`config.mk`:
```
export PLATFORM = sky130hd
export DESIGN_NAME = prl_cell
export DESIGN_NICKNAME = d
export VERILOG_FILES = /design/src/rtl/positional_record_list_assert.svh /design/src/rtl/prl_pkg.sv /design/src/rtl/prl_cell.sv
export SDC_FILE = /design/constraint.sdc
export NUM_CORES = 1
export LEC_CHECK = 0
export ABC_AREA = 1
export BUFFER_PORTS_ARGS = -buffer_cell sky130_fd_sc_hd__buf_4
export CAP_MARGIN = 10
export CORE_AREA = 2 2 176 178
export DETAILED_ROUTE_END_ITERATION = 7
export DIE_AREA = 0 0 178 180
export GPL_TIMING_DRIVEN = 0
export SLEW_MARGIN = 10
export SYNTH_ARGS = -nofsm -noshare
export SYNTH_HDL_FRONTEND = slang
export SYNTH_SLANG_ARGS = --single-unit
```
`constraint.sdc`:
```
create_clock -name clk -period 6.3 [get_ports clk]
set_clock_uncertainty 0.1 [all_clocks]
set_input_delay 0.63 -clock clk [delete_from_list [all_inputs] [get_ports clk]]
set_output_delay 0.63 -clock clk [all_outputs]
set_load 0.02 [all_outputs]
```
`src/rtl/positional_record_list_assert.svh`:
```
// Assertion macros for the positional record list.
// Used by positional_record_list.sv; expects clk and rst_n in scope.
`ifndef POSITIONAL_RECORD_LIST_ASSERT_SVH
`define POSITIONAL_RECORD_LIST_ASSERT_SVH

// Same-cycle implication, checked outside reset.
`define PRL_ASSERT_IMP(lbl, ante, cons) \
  lbl: assert property (@(posedge clk) disable iff (!rst_n) (ante) |-> (cons)) \
    else $error("positional_record_list: same-cycle check failed");

// Next-cycle implication, checked outside reset.
`define PRL_ASSERT_NXT(lbl, ante, cons) \
  lbl: assert property (@(posedge clk) disable iff (!rst_n) (ante) |=> (cons)) \
    else $error("positional_record_list: next-cycle check failed");

`endif

```
`src/rtl/prl_pkg.sv`:
```
// Shared types and constants for the positional record list.
// No dependencies; imported by prl_cell and positional_record_list.
package prl_pkg;

  localparam int CAPACITY = 64;
  localparam int K_W      = (CAPACITY > 1) ? $clog2(CAPACITY) : 1;

  localparam int CMD_W    = 3;
  localparam int POS_W    = 7;
  localparam int ID_W     = 34;
  localparam int NAME_W   = 64;
  localparam int SCORE_W  = 16;
  localparam int STATUS_W = 3;

  localparam logic [CMD_W-1:0] CMD_INSERT = 3'd0;
  localparam logic [CMD_W-1:0] CMD_DELETE = 3'd1;
  localparam logic [CMD_W-1:0] CMD_FIND   = 3'd2;
  localparam logic [CMD_W-1:0] CMD_GET    = 3'd3;
  localparam logic [CMD_W-1:0] CMD_COUNT  = 3'd4;
  localparam logic [CMD_W-1:0] CMD_DUMP   = 3'd5;

  localparam logic [STATUS_W-1:0] ST_OK       = 3'd0;
  localparam logic [STATUS_W-1:0] ST_BADPOS   = 3'd1;
  localparam logic [STATUS_W-1:0] ST_FULL     = 3'd2;
  localparam logic [STATUS_W-1:0] ST_NOTFOUND = 3'd3;
  localparam logic [STATUS_W-1:0] ST_EMPTY    = 3'd4;

  typedef struct packed {
    logic        [ID_W-1:0]    id;
    logic        [NAME_W-1:0]  name;
    logic signed [SCORE_W-1:0] score;
  } rec_t;

  // Per-cell next-value select
  typedef enum logic [1:0] {
    SEL_KEEP    = 2'd0,
    SEL_FROM_LO = 2'd1,
    SEL_FROM_HI = 2'd2,
    SEL_LOAD    = 2'd3
  } cell_sel_t;

endpackage

```
`src/rtl/prl_cell.sv`:
```
// One storage cell of the record chain: holds a single record.
// Depends on prl_pkg (rec_t, cell_sel_t).
module prl_cell
  import prl_pkg::*;
(
  input  logic      clk,
  input  cell_sel_t sel,
  input  rec_t      lo_rec,
  input  rec_t      hi_rec,
  input  rec_t      load_rec,
  output rec_t      rec_q
);

  rec_t rec_r;

  always_ff @(posedge clk) begin
    unique case (sel)
      SEL_KEEP:    rec_r <= rec_r;
      SEL_FROM_LO: rec_r <= lo_rec;
      SEL_FROM_HI: rec_r <= hi_rec;
      SEL_LOAD:    rec_r <= load_rec;
      default:     rec_r <= rec_r;
    endcase
  end

  assign rec_q = rec_r;

endmodule
```
======== Yosys cells after proc, flatten, opt, wreduce, memory -nomap -nowiden ========
Cells that the tools add are included.
storage, ports and cells
  register bits ........................... 114
  bits in latches ......................... 0
  memory bits (writable) .................. 0
  ROM bits ................................ 0
  input port bits ......................... 345
  output and inout port bits .............. 114
  word-level logic and storage cells ...... 8
  memories ................................ 0
operators by class
  $add $sub $neg .......................... 0
  $mul .................................... 0
  divide/modulo/power cells ............... 0
  $lt $le $gt $ge ......................... 0
  equal/unequal tests ..................... 3
  shift-type cells ........................ 0
  mux-type cells .......................... 1
  bitwise operators ....................... 0
  reductions and logical operators ........ 1
operators by type and width
  cell                  count
  $pmux W114 S3         1
  $eq A2 B2 Y1 const B  2
  $eq A2 B1 Y1 const B  1
  $logic_not A2 Y1      1

======== Longest topological paths before layout ========
  depth after elaboration ................. 2
  gate-level depth with buffers ........... 6

======== Worst setup path before layout ========
OpenSTA, ideal clock, no wires.
  path type ............................... input to register
  start point ............................. input port sel[1]
  end point ............................... register rec_r (netlist bit rec_q[0]), enable pin
  setup time .............................. 1.028 ns
  arrival ................................. 2.923 ns
  data required time ...................... 5.172 ns
  setup slack ............................. 2.249 ns
  stages .................................. 4
  path buffers ............................ 2
  path through ............................ inv_2 -> buf_2 -> buf_2 -> nand2_1
on the way
  word-level cells in the longest chain between the ends .. 1
RTL lines
  what                    RTL line        source
  start: declaration      prl_cell.sv:7   input cell_sel_t sel,
  $logic_not A2 Y1        prl_cell.sv:17  unique case (sel)
  end signal: assignment  prl_cell.sv:18  SEL_KEEP: rec_r <= rec_r;
  end signal: assignment  prl_cell.sv:19  SEL_FROM_LO: rec_r <= lo_rec;
  end signal: assignment  prl_cell.sv:20  SEL_FROM_HI: rec_r <= hi_rec;
  end: declaration        prl_cell.sv:14  rec_t rec_r;
No other way between the ends.
A chain may end at the register's enable or synchronous reset.

======== Worst setup path in the final report ========
  start point ............................. input port sel[1]
  end point ............................... register rec_r (netlist bit rec_q[46]), enable pin
The elaborated chain is that of the path after synthesis.

==> flow_summary.toml <==
[global_route]
grt_max_degree = 58
antenna_found_initial = 0
grt_pass1_vias = 6830
grtUsageTotal_pct = 17.57
grt_pass1_wl_um = 41680
grt-ovfl-total = 0

[logic_synthesis]
yosysUniqueCellTypes = 7
synth_area_mm2 = 0.005888
syn_inst = 635
synth-seq-cells = 114
yosysWarnings = 0
syn_area_per_cell_um2 = 9.273
synth_fp_nets = 980
ys_seq_area_share_pct = 58.14

[timing]
finalMaxSlewViolations = 0
hold_viol = 0
rsz0062_at_grt = "false"
post-route-min-period_ps = 2399
setup_tns_ps = 0
whs_ps = 402.4
tightest_slew_ps = 700.4
finalCritPeriodShare_pct = 38.08
maxSlewHeadroom_pct = 53.31
setup_viol = 0
fmax_ghz = 0.4169

[pwr]
clockPowerShare_pct = 37.8
p_int_w = 0.001858
powerDensity_mw_per_mm2 = 247.6
peakVddDrop_v = 0.0001280
leakagePower_nw = 4.872
power_frac_comb_pct = 24.7
sw_frac_of_total_pct = 28.19
power_frac_seq_pct = 37.5
p_sw_w = 0.0007295

[die]
die-area_mm2 = 0.03204
pin_count = 459
row_count = 64
die_h_um = 180
initial_core_util_pct = 19.50
die_w_um = 178
coreArea_mm2 = 0.03019

[cts]
clkSlewWorstSetupHoldPaths_ps = 60
cts_root_buffer = "clkbuf_16"
cts_buffers = 17
clock_sinks = 114
postCtsSetupBuffers = 0
cts_hold_buf = 0
cts_tree = "done"
cts_resized = 0
cts_htree_levels = 4
clockBufferDepth = 2

[setup_path]
critPathTopFamily = "buffers and inverters"
worstPathRequired_ps = 6310
worstSetupStartpointType = "input pin"
crit_type = "input pin to register"
crit_chain = "buf_4 > inv_2 > buf_2 > buf_2 > nand2_4 > buf_16 > buf_16"
crit_arrival_ps = 2410
end_kind = "register"
cpMaxStageDelayCell = "buf_2"
cp_num_cells = 7
worst-path-buf-inv = 6
path_max_fanout = 57
critPathMaxStageDelay_ps = 400

[place]
place_hpwl_um = 23170
port_buffers = 457
gp_congestion = 0.9151

[layout]
nNetsFinal = 1458
syn2layout_area_growth_pct = 77.52
final_common_cell = "buf_4"
antenna_cells = 0
largest_reg_flops = 114
nFillCells = 3123
drive_above_1_share_pct = 47.87
final_cell_mix = "buf_4 (464), nand3_1 (342), nand2_1 (114), edfxtp_1 (114), buf_2 (44)"

[route]
postRouteAntennaNets = 0
wl_met3_um = 2470
top_layer = "met4"
via_per_inst = 4.593
wl_per_cell_um = 19.31
wl_met2_um = 14210
routed_wl_um = 29390
dr.pass1.iters = 5
drtIter0Drc = 419
wl_met1_um = 11940
vias = 6990
drc = 0

[worst_hold_path]
whs_path_depth = 3
hp-class = "input pin to register"

[outcome]
status = "finished, final reports clean"

[run]
drv_cap = 0
tightest hold or removal path, cell delays in order:
cell     delay, ps
buf_4           70
nand2_1         40
nand3_1         60
metal layers:
layer / global-route usage (%) / vias up
li1: - / 3275
met1: 22.29 / 3258
met2: 29.19 / 409
met3: 3.723 / 48
met4: 6.525 / 0
met5: 0 / -
power by group through the flow:
stage	Combinational [W]	Clock [W]	Sequential (W)
final	0.000640	0.000977	0.000971
after global routing	0.000681	0.00103	0.000979
after CTS	0.000645	0.000995	0.000972
after detailed placement	0.000643	0	0.000986
after global placement	0.000635	0	0.000990
after floorplan	0.000136	0	0.00111
per-stage QoR:
step / setup slack, ps / area (µm²) / utilization (%) / total power [W] / cells
after floorplan: 2249 / 5888 / - / 0.001243 / 635
after detailed placement: 3466 / 9877 / 32.72 / 0.001630 / 1490
after global routing: 3805 / 10450 / 34.62 / 0.002690 / 1522
final: 3901 / 10450 / 34.62 / 0.002588 / 1522
after CTS: 3889 / 10450 / 34.62 / 0.002612 / 1522
after global placement: 14.17 / 9814 / 32.51 / 0.001626 / 1488
synthesized netlist by cell type:
cell type | count | area (µm²)
nand2_1 | 115 | 431.7
edfxtp_1 | 114 | 3423
buf_2 | 44 | 220.2
buf_4 | 7 | 52.55
inv_2 | 2 | 7.510
clkbuf_1 | 11 | 41.29
nand3_1 | 342 | 1712
final cells by class:
cell class,instances,area (µm²),share of cell area (%)
Clock inverter,13,142.6,1.365
Inverter,2,7.507,0.07182
Multi-Input combinational cell,457,2151,20.58
Sequential cell,114,3423,32.75
Clock buffer,19,432.9,4.142
Tap cell,396,495.5,4.740
Buffer,62,314.1,3.005
Timing Repair Buffer,459,3486,33.35
final timing paths:
| path | startpoint | to | slack (ps) |
|---|---|---|---|
| worst max-delay path | sel[1] | rec_q[46]$_DFFE_PP_ | 3900 |
| worst min-delay path | lo_rec[76] | rec_q[76]$_DFFE_PP_ | 400 |
cells by family after synthesis:
kind of cell / count (synthesis) / share of synthesized area, %
buf+inv: 64 / 5.461
flops: 114 / 58.14
simple gates: 457 / 36.40
(Power assumes the default switching activity.)
